File: src/hw/rtl/mis_pkg.sv
// Package for the merge insertion sorter: sizes, payload types and
// controller-to-datapath command/status structs. No dependencies.
`timescale 1ns / 1ps
`default_nettype none
package mis_pkg;
   localparam int MaxItems = 64;
   localparam int IdxW = $clog2(MaxItems);
   localparam int CntW = $clog2(MaxItems + 1);

   typedef logic [IdxW-1:0] idx_type;
   typedef logic [CntW-1:0] cnt_type;

   typedef struct packed {
      logic signed [31:0] value;
      logic               last_item;
   } req_type;

   typedef struct packed {
      logic signed [31:0] sorted_value;
      logic               last_result;
   } rsp_type;

   // Commands from the controller into the datapath.
   typedef struct packed {
      logic    store;      // write incoming value at count, bump count
      logic    rd_issue;   // read memory at rd_addr
      idx_type rd_addr;
      logic    cand_load;  // latch read data as insertion candidate
      logic    cmp_load;   // latch read data as comparison element
      logic    wr_shift;   // write comparison element one slot up
      idx_type wr_addr;
      logic    wr_cand;    // write candidate at wr_addr
      logic    out_load;   // latch read data into output register
      logic    clear_cnt;
   } cmd_type;

   // Status from the datapath to the controller.
   typedef struct packed {
      cnt_type count;
      logic    cmp_gt;     // comparison element > candidate
   } sts_type;
endpackage
`default_nettype wire

File: src/hw/rtl/mis_if.sv
// Valid/ready channel interface carrying one payload type.
// Depends on mis_pkg for the payload types.
`timescale 1ns / 1ps
`default_nettype none
interface mis_req_if;
   logic             valid;
   logic             ready;
   mis_pkg::req_type data;
   modport source (output valid, output data, input ready);
   modport sink (input valid, input data, output ready);
endinterface

interface mis_rsp_if;
   logic             valid;
   logic             ready;
   mis_pkg::rsp_type data;
   modport source (output valid, output data, input ready);
   modport sink (input valid, input data, output ready);
endinterface
`default_nettype wire

File: src/hw/rtl/mis_datapath.sv
// Datapath of the sorter: value memory, item count, candidate and compare
// registers, signed compare. Depends on mis_pkg.
`timescale 1ns / 1ps
`default_nettype none
module mis_datapath (
   input  wire logic                clock,
   input  wire logic                reset,
   input  wire mis_pkg::cmd_type    cmd,
   input  wire logic signed [31:0]  in_value,
   output mis_pkg::sts_type         sts,
   output logic signed [31:0]       out_value
);
   logic signed [31:0] mem [mis_pkg::MaxItems];
   logic signed [31:0] rd_data_ff;
   logic signed [31:0] cand_ff;
   logic signed [31:0] cmpv_ff;
   logic signed [31:0] out_ff;
   mis_pkg::cnt_type   count_ff, count_in;

   always_comb begin
      count_in = count_ff;
      if (cmd.clear_cnt) begin
         count_in = '0;
      end else if (cmd.store && count_ff < mis_pkg::cnt_type'(mis_pkg::MaxItems)) begin
         count_in = count_ff + 1'b1;
      end
   end

   always_ff @(posedge clock) begin
      if (reset) begin
         count_ff <= '0;
      end else begin
         count_ff <= count_in;
      end
   end

   // Single write port, single registered read port.
   always_ff @(posedge clock) begin
      if (cmd.store && count_ff < mis_pkg::cnt_type'(mis_pkg::MaxItems)) begin
         mem[count_ff[mis_pkg::IdxW-1:0]] <= in_value;
      end else if (cmd.wr_shift) begin
         mem[cmd.wr_addr] <= cmpv_ff;
      end else if (cmd.wr_cand) begin
         mem[cmd.wr_addr] <= cand_ff;
      end
      if (cmd.rd_issue) begin
         rd_data_ff <= mem[cmd.rd_addr];
      end
   end

   always_ff @(posedge clock) begin
      if (cmd.cand_load) cand_ff <= rd_data_ff;
      if (cmd.cmp_load)  cmpv_ff <= rd_data_ff;
      if (cmd.out_load)  out_ff  <= rd_data_ff;
   end

   assign sts.count  = count_ff;
   assign sts.cmp_gt = cmpv_ff > cand_ff;
   assign out_value  = out_ff;
endmodule
`default_nettype wire

File: src/hw/rtl/mis_controller.sv
// Controller of the sorter: load, insertion sort sequencer and output drain.
// Depends on mis_pkg.
`timescale 1ns / 1ps
`default_nettype none
module mis_controller (
   input  wire logic             clock,
   input  wire logic             reset,
   input  wire logic             req_valid,
   input  wire logic             req_last,
   output logic                  req_ready,
   output logic                  rsp_valid,
   output logic                  rsp_last,
   input  wire logic             rsp_ready,
   input  wire mis_pkg::sts_type sts,
   output mis_pkg::cmd_type      cmd
);
   typedef enum logic [8:0] {
      ST_LOAD  = 9'b000000001,
      ST_OUTER = 9'b000000010,
      ST_CWAIT = 9'b000000100,
      ST_CLAT  = 9'b000001000,
      ST_RWAIT = 9'b000010000,
      ST_RLAT  = 9'b000100000,
      ST_DECIDE= 9'b001000000,
      ST_ORD   = 9'b010000000,
      ST_OSHOW = 9'b100000000
   } state_type;

   state_type        state_ff, state_in;
   mis_pkg::cnt_type i_ff, i_in;   // outer index / output index
   mis_pkg::cnt_type j_ff, j_in;   // insertion hole
   logic             val_ff, val_in;
   logic             last_ff, last_in;

   always_comb begin
      state_in  = state_ff;
      i_in      = i_ff;
      j_in      = j_ff;
      val_in    = val_ff;
      last_in   = last_ff;
      cmd       = '0;
      req_ready = 1'b0;
      unique case (state_ff)
         ST_LOAD: begin
            req_ready = 1'b1;
            if (req_valid) begin
               cmd.store = 1'b1;
               if (req_last) begin
                  i_in     = mis_pkg::cnt_type'(1);
                  state_in = ST_OUTER;
               end
            end
         end
         ST_OUTER: begin
            if (i_ff >= sts.count) begin
               i_in     = '0;
               state_in = ST_ORD;
            end else begin
               cmd.rd_issue = 1'b1;
               cmd.rd_addr  = i_ff[mis_pkg::IdxW-1:0];
               j_in         = i_ff;
               state_in     = ST_CWAIT;
            end
         end
         ST_CWAIT: begin
            cmd.cand_load = 1'b1;
            state_in      = ST_CLAT;
         end
         ST_CLAT: begin
            if (j_ff == '0) begin
               cmd.wr_cand = 1'b1;
               cmd.wr_addr = '0;
               i_in        = i_ff + 1'b1;
               state_in    = ST_OUTER;
            end else begin
               cmd.rd_issue = 1'b1;
               cmd.rd_addr  = mis_pkg::idx_type'(j_ff - 1'b1);
               state_in     = ST_RWAIT;
            end
         end
         ST_RWAIT: begin
            cmd.cmp_load = 1'b1;
            state_in     = ST_DECIDE;
         end
         ST_DECIDE: begin
            if (sts.cmp_gt) begin
               // shift element up one slot, move hole down
               cmd.wr_shift = 1'b1;
               cmd.wr_addr  = j_ff[mis_pkg::IdxW-1:0];
               j_in         = j_ff - 1'b1;
               state_in     = ST_CLAT;
            end else begin
               cmd.wr_cand = 1'b1;
               cmd.wr_addr = j_ff[mis_pkg::IdxW-1:0];
               i_in        = i_ff + 1'b1;
               state_in    = ST_OUTER;
            end
         end
         ST_RLAT: begin
            cmd.out_load = 1'b1;
            val_in       = 1'b1;
            last_in      = (i_ff + 1'b1 == sts.count);
            i_in         = i_ff + 1'b1;
            state_in     = ST_OSHOW;
         end
         ST_ORD: begin
            if (i_ff >= sts.count) begin
               cmd.clear_cnt = 1'b1;
               state_in      = ST_LOAD;
            end else begin
               cmd.rd_issue = 1'b1;
               cmd.rd_addr  = i_ff[mis_pkg::IdxW-1:0];
               state_in     = ST_RLAT;
            end
         end
         ST_OSHOW: begin
            if (rsp_ready) begin
               val_in   = 1'b0;
               state_in = ST_ORD;
            end
         end
         default: state_in = ST_LOAD;
      endcase
   end

   always_ff @(posedge clock) begin
      if (reset) begin
         state_ff <= ST_LOAD;
         i_ff     <= '0;
         j_ff     <= '0;
         val_ff   <= 1'b0;
         last_ff  <= 1'b0;
      end else begin
         state_ff <= state_in;
         i_ff     <= i_in;
         j_ff     <= j_in;
         val_ff   <= val_in;
         last_ff  <= last_in;
      end
   end

   assign rsp_valid = val_ff;
   assign rsp_last  = last_ff;
endmodule
`default_nettype wire

File: src/hw/rtl/merge_insertion_sorter_unit.sv
// Usage: req carries {value, last_item}; one beat per value is stored in a
// 64-entry memory. A beat with last_item closes the batch (beats past 64 are
// dropped but last_item still closes it). The block then insertion-sorts the
// batch in place over its memory (one write, one read port) and drains it
// on rsp, ascending, last_result set on the largest value.
// Sorting runs one outer step per stored value after the first: the value is
// read as candidate, each element below it is read and compared, and each
// larger one is shifted up one slot until the hole is found, where the
// candidate is written. Each result beat is then read and held until taken.
// Throughput: one req beat per cycle while loading. The memory's one read
// port and the compare loop set the sorting time.
// req_ready is low from the closing beat until the block returns to loading
// after the last result is taken. A stalled rsp holds its beat. Synchronous
// reset empties the batch; the memory content is not cleared.
// Depends on mis_pkg, mis_if, mis_datapath and mis_controller.
`timescale 1ns / 1ps
`default_nettype none
module merge_insertion_sorter_unit (
   input  wire logic  clock,
   input  wire logic  reset,
   mis_req_if.sink    req,
   mis_rsp_if.source  rsp
);
   mis_pkg::cmd_type   cmd;
   mis_pkg::sts_type   sts;
   logic signed [31:0] out_value;
   logic               rsp_last;

   mis_controller u_ctrl (
      .clock     (clock),
      .reset     (reset),
      .req_valid (req.valid),
      .req_last  (req.data.last_item),
      .req_ready (req.ready),
      .rsp_valid (rsp.valid),
      .rsp_last  (rsp_last),
      .rsp_ready (rsp.ready),
      .sts       (sts),
      .cmd       (cmd)
   );

   mis_datapath u_dp (
      .clock     (clock),
      .reset     (reset),
      .cmd       (cmd),
      .in_value  (req.data.value),
      .sts       (sts),
      .out_value (out_value)
   );

   assign rsp.data.sorted_value = out_value;
   assign rsp.data.last_result  = rsp_last;
endmodule
`default_nettype wire

File: src/flat_wrapper.sv
// flat-port wrapper written by rule: the top's interface ports become plain ports
module merge_insertion_sorter_unit_flat 
  (clock, reset, req_valid, req_data, req_ready, rsp_valid, rsp_data, rsp_ready);
  mis_req_if req_i ();
  mis_rsp_if rsp_i ();
  input  wire logic clock;
  input  wire logic reset;
  input wire logic [$bits(req_i.valid)-1:0] req_valid;
  input wire logic [$bits(req_i.data)-1:0] req_data;
  output wire logic [$bits(req_i.ready)-1:0] req_ready;
  output wire logic [$bits(rsp_i.valid)-1:0] rsp_valid;
  output wire logic [$bits(rsp_i.data)-1:0] rsp_data;
  input wire logic [$bits(rsp_i.ready)-1:0] rsp_ready;
  assign req_i.valid = req_valid;
  assign req_i.data = req_data;
  assign req_ready = req_i.ready;
  assign rsp_valid = rsp_i.valid;
  assign rsp_data = rsp_i.data;
  assign rsp_i.ready = rsp_ready;
  merge_insertion_sorter_unit u_core (.clock(clock), .reset(reset), .req(req_i), .rsp(rsp_i));
endmodule
File: config.mk
export PLATFORM = sky130hd
export DESIGN_NAME = merge_insertion_sorter_unit_flat
export DESIGN_NICKNAME = d
export VERILOG_FILES = /design/src/hw/rtl/mis_pkg.sv /design/src/hw/rtl/mis_if.sv /design/src/hw/rtl/mis_datapath.sv /design/src/hw/rtl/mis_controller.sv /design/src/hw/rtl/merge_insertion_sorter_unit.sv /design/src/flat_wrapper.sv
export SDC_FILE = /design/constraint.sdc
export NUM_CORES = 2
export LEC_CHECK = 0
export BUFFER_PORTS_ARGS = -buffer_cell sky130_fd_sc_hd__buf_4
export CAP_MARGIN = 30
export CORE_ASPECT_RATIO = 0.75
export CORE_UTILIZATION = 45
export CTS_BUF_LIST = sky130_fd_sc_hd__clkbuf_16
export CTS_CLUSTER_DIAMETER = 50
export DETAILED_ROUTE_END_ITERATION = 10
export PLACE_DENSITY_LB_ADDON = 0.15
export SLEW_MARGIN = 15
export SYNTH_ARGS = -nofsm -noshare
export SYNTH_HDL_FRONTEND = slang
export SYNTH_HIERARCHICAL = 1
export SYNTH_SLANG_ARGS = --single-unit
export TNS_END_PERCENT = 1
File: constraint.sdc
create_clock -name clock -period 18.67 [get_ports clock]
set_input_delay 2.8005 -clock clock [delete_from_list [all_inputs] [get_ports clock]]
set_output_delay 2.8005 -clock clock [all_outputs]
set_load 0.02 [all_outputs]
**Word level (Yosys, flattened, before mapping)**

Memories as Yosys holds them, arrays and structs flattened. A register that Yosys moved wholly into a read port is not among the register bits.
Index checks and enable logic that the tools add are counted.

- Register bits after elaboration: 128
- Memory bits (writable): 2048
- Bits of input ports: 37
- Output and inout bits: 35
- Logic and storage cells: 95
- Memories kept: 1

Memory list:

| memory | words | bits a word | rd ports | clocked after memory_dff | wr ports | line | RTL |
|---|---|---|---|---|---|---|---|
| u_core.u_dp.mem | 64 | 32 | 1 | 1 | 1 | mis_datapath.sv:13 | `logic signed [31:0] mem [mis_pkg::MaxItems];` |

- Add/subtract/negate cells: 3
- Order comparisons: 3
- Eq/ne operators: 18
- Multiplexer cells: 48
- Bitwise logic cells: 1
- Reduce and logical (&&, ||, !) cells: 12

Operators with widths:

| kind | count |
|---|---|
| case mux 9 bit (9 select lines) | 1 |
| two-way mux 32 bit | 2 |
| two-way mux 7 bit | 9 |
| case mux 7 bit (2 select lines) | 3 |
| case mux 7 bit (5 select lines) | 1 |
| greater-than comparator 32 bit | 1 |
| OR reduction 32 bit | 1 |
| two-way mux 9 bit | 3 |
| two-way mux 1 bit | 23 |
| adder 7 x 1 -> 7 bit (second input constant) | 2 |
| inequality test 2 bit (second input constant) | 7 |
| two-way mux 6 bit | 2 |
| == test 9 x 1 -> 1 bit (second input constant) | 1 |
| == test 9 x 2 -> 1 bit (second input constant) | 1 |
| == test 9 x 3 -> 1 bit (second input constant) | 1 |
| == test 9 x 4 -> 1 bit (second input constant) | 1 |
| == test 9 x 5 -> 1 bit (second input constant) | 1 |
| == test 9 x 6 -> 1 bit (second input constant) | 1 |
| == test 9 x 7 -> 1 bit (second input constant) | 1 |
| == test 9 x 8 -> 1 bit (second input constant) | 1 |
| == test 9 bit (second input constant) | 1 |
| two-way mux 8 bit | 1 |
| == test 7 bit | 1 |
| greater-or-equal comparator 7 bit | 1 |
| 15 further kinds | 18 |

**Logic depth before layout (Yosys ltp)**

- Depth in word-level cells: 10
- Depth in mapped cells: 19

**Cells and area by module**

Netlist, hierarchy kept.

By module, submodules not included:

| module | instances | cells an instance | area an instance (µm²) | seq. area each (µm²) |
|---|---|---|---|---|
| mis_datapath | 1 | 3601 | 83726.6 | 65482.8 |
| mis_controller | 1 | 248 | 1839.3 | 500.5 |
| merge_insertion_sorter_unit | 1 | 1 | 7.5 | 0.0 |

**Least setup slack after synthesis**

No wires, ideal clock.

- Path type: input-to-reg
- From: in req_valid
- To: mem u_core.u_dp.mem[0][0], data pin
- Library setup time: 702 ps
- Arrival: 6528 ps
- Data required time: 17968 ps
- Path slack: 11440 ps
- Stages on the path: 7
- Buffers on the path: 1
- Cell sequence: and2_1 nand2b_1 nand2_1 nor2_1 buf_1 mux2i_1 o21ai_0

- Cells in the longest elaborated chain, start to end: 8
- Elaborated cells between the ends (all ways): 11
- Classes of those cells: mux (8); bitwise (1); reduce/logical (2)

Ends and longest elaborated chain:

| what | line | RTL |
|---|---|---|
| start: declaration | flat_wrapper.sv:8 | `input wire logic [$bits(req_i.valid)-1:0] req_valid;` |
| two-way mux 1 bit (*) | mis_controller.sv:46 | `if (req_valid) begin` |
| two-way mux 1 bit (*) | mis_controller.sv:43 | `unique case (state_ff)` |
| logical AND 1 bit (*) | mis_datapath.sv:39 | `if (cmd.store && count_ff < mis_pkg::cnt_type'(mis_pkg::MaxItems)) begin` |
| two-way mux 1 bit | mis_datapath.sv:39 |  |
| two-way mux 1 bit (on tied branches) | mis_datapath.sv:42, mis_datapath.sv:44 |  |
| bitwise OR 1 bit (no line) | - |  |
| OR reduction 32 bit (no line) | - |  |
| two-way mux 32 bit (no line) (*) | - |  |
| end: declaration | mis_datapath.sv:13 |  |

Mark *: on every way between the ends. The rest lies on a longest branch, timed or not.

==> impl_metrics.toml <==
[synthesis]
synthMuxAreaShare_pct = 16.8
ys_warn_count = 6
synthesis.instances = 3850
synth_top_area_share_pct = 76.4
synth_top_family_by_area = "multiplexers"
synth.largest_area_cell = "edfxtp_1"
synth.most_common_cell = "edfxtp_1"
async_reset_ff_share_pct = 0
synth-compound-area-share_pct = 1.95
ys.flop_type = "edfxtp_1"
synthDistinctLibCells = 59
ys_top_cells_by_area = "edfxtp_1 (76%), mux4_2 (15%), mux2i_1 (1.3%), dfxtp_1 (0.75%), ha_1 (0.61%)"
yosys.area_share.simple_pct = 2.06
synth_common_cells = "edfxtp_1 (2,176), mux4_2 (588), nor2_1 (125)"
synth_fa_ha_area_share_pct = 0.614
syn-cell-area_um2 = 85600
synth_edf_count = 2176
syn_area_per_cell_um2 = 22.2
synth-seq-cells = 2208
syn_nets = 3929
synth_xor_area_share_pct = 0.205
ys_seq_area_share_pct = 77.1

[pwr]
p_leak_nw = 29.4
vdd_drop_max_mv = 0.0985
power_mw = 9.96
cellPowerDensity_nw_per_um2 = 102

[cts]
cts_resized = 0
clk_pin_slew_ns = 0.07
cts_max_path_buffers = 3
htreeDepth = 4
cts_root_buffer = "clkbuf_16"
cts_buffers = 212
cts_tree = "done"
insertion_delay_ns = 0.85
cts_sinks = 2208
cts_setup_buffers = 0
postCtsHoldBufs = 0

[worst_setup_path]
path_cells = "inv_1, ha_1, a21o_1, a221oi_1, o21ai_1, a21oi_1, nand2_1, o21ai_4, buf_4, buf_4, buf_4, buf_4, mux4_2, nand2b_1, nand3_1, o211ai_1, o22ai_1, nor2_1"
r2r-start = "u_core/u_dp/count_ff[5]$_SDFFE_PP0P_"
crit_top_cell = "buf_4"
timing.critical_path.buf_inv = 5
crit_arrival_ns = 8.01
critPathKind = "flop to flop"
cp_max_fo = 53
critPathLaunchType = "flop"
worstPathRequired_ns = 19.25
cp_top_family = "buffers and inverters"
rrSetupSlack_ns = 11.24
slowest_stage = "buf_4"
critical_path.max_stage_delay_ns = 0.82
crit_path_end_kind = "flop"
critPathLaunch = "u_core/u_dp/count_ff[5]$_SDFFE_PP0P_"

[cells_and_area]
area_growth_pct = 13.6
final_nets = 4175
drive_above_1_share_pct = 28.8

[global_routing]
grt.overflow.total = 0
grt_max_degree = 126
grt_pass1_vias = 40194
antenna_found_initial = 7
grt_pass1_wl_mm = 324
grtUsageTotal_pct = 24.2

[floorplanning]
dieArea_um2 = 192000
start_util_pct = 45.3
die_w_um = 506
core_um2 = 189000
rows = 138
io_pins = 72
die-height_um = 380

[routing]
postRouteAntennaNets = 0
vias_per_cell = 6.08
wire_per_inst_um = 33.9
drt_iter0_drc = 5043
wirelength_mm = 231
num_vias = 41305
first_pass_iters = 9
drc = 21

[place]
portBuffers = 71
post-dp-hpwl_mm = 132
dpl_worst_slack_ns = 11.15
finalWeightedCongestion = 0.810

[timing]
fin_tns_setup_ns = 0
finalSetupViolCount = 0
max_freq_mhz = 135
period_minus_slack_ns = 7.43
drv_slew = 0
relSlewSlack_pct = 29.8
rsz0062_at_grt = "no"
tightestPinTransition_ns = 1.02
fin_worst_skew_ns = 0.0415
finalWorstSetupSlack_ns = 11.24
fin_crit_sh_pct = 39.8
hold_violations = 0

[worst_hold_path]
holdCritStartpoint = "u_core/u_ctrl/rsp_valid$_SDFFE_PP0P_"
hold_path.class = "flop to flop"

[run_status]
violations = "design-rule violations"
status = "finished, violations left"

[flow_run]
drv_cap = 0
==> kinds of logic (layout without fill, tap and decap cells) <==
| group | Yosys count | count (layout) |
|---|---|---|
| AND/OR/NAND/NOR | 374 | 374 |
| adder cells (fa/ha/maj) | 42 | 42 |
| buffers and inverters | 243 | 663 |
| other | 0 | 7 |
| AO/OA/AOI/OAI | 261 | 261 |
| XOR/XNOR | 20 | 20 |
| flip-flops | 2208 | 2208 |
| multiplexers | 702 | 702 |
==> layout make-up <==
cell class,instances,area [um2]
Fill cell,14668,91500
Sequential cell,2208,66000
Multi-Input combinational cell,1399,19400
Clock buffer,215,5380
Tap cell,2520,3150
Timing Repair Buffer,224,1850
Clock inverter,173,1190
Inverter,51,191
Antenna cell,7,17.5
==> per-stage QoR <==
step / cells / hold slack (ns) / instance area [um2] / utilization [%]
4_1_cts: 6787 / 0.461 / 97100 / 51.5
3_5_place_dp: 6399 / 0.453 / 90600 / 48.0
6_report: 6797 / 0.463 / 97200 / 51.5
3_3_place_gp: 6389 / 0.447 / 90400 / 47.9
5_1_grt: 6790 / 0.505 / 97200 / 51.5
2_1_floorplan: 3850 / 0.440 / 85600 / -
==> final timing paths <==
kind / end / cells past startpoint
worst min-delay path: u_core/u_ctrl/rsp_valid$_SDFFE_PP0P_ / 2
worst max register to register: u_core/u_dp/rd_data_ff[26]$_DFFE_PP_ / 18
worst min register to register: u_core/u_ctrl/rsp_valid$_SDFFE_PP0P_ / 2
worst max-delay path: u_core/u_dp/rd_data_ff[26]$_DFFE_PP_ / 18
==> state kept, by name, summed over array words and instances (netlist names) <==
signal	count
u_core/u_ctrl/i_ff	7
u_core/u_ctrl/state_ff	9
u_core/u_dp/cand_ff	32
u_core/u_dp/count_ff	7
u_core/u_dp/cmpv_ff	32
u_core/u_dp/mem	2048
u_core/u_ctrl/j_ff	7
u_core/u_ctrl/rsp_last	1
u_core/u_dp/out_value	32
u_core/u_ctrl/rsp_valid	1
u_core/u_dp/rd_data_ff	32
==> report_power, final <==
part / switching (mW) / internal (mW) / leakage, nW
clock: 1.85 / 2.25 / 3.42
sequential: 0.0170 / 5.49 / 19.8
combinational: 0.242 / 0.0983 / 6.11
total: 2.11 / 7.85 / 29.4
==> cells in the final DEF, fill, tap and decap left out, types with 38 or more instances in the layout <==
cell type     n
o22ai_1      56
nand2_1     103
nor2_1       60
ha_1         42
mux4_2      588
clkinv_1     50
a22oi_1      38
nand2b_1     38
buf_4       211
clkbuf_16   215
edfxtp_1   2176
nor2_4       65
mux2i_1     113
inv_1        96
clkinv_2     41
==> worst reg2reg max path: cells and delay by family, from the launching register on <==
family                   cells  cell delay [ns]
buffers and inverters        5             3.07
AO/OA/AOI/OAI                7             2.04
multiplexers                 1             0.63
AND/OR/NAND/NOR              4             0.61
flip-flops                   1             0.50
adder cells (fa/ha/maj)      1             0.32
==> routing by layer <==
metal	vias to the layer above	routed length, um	global-route usage, %
met5	-	0	0
met3	266	17800	4.04
met2	1759	106000	36.2
met4	0	5890	6.25
met1	22517	101000	36.9
li1	16763	-	-
No activity file was read; power rests on OpenSTA's default activity.
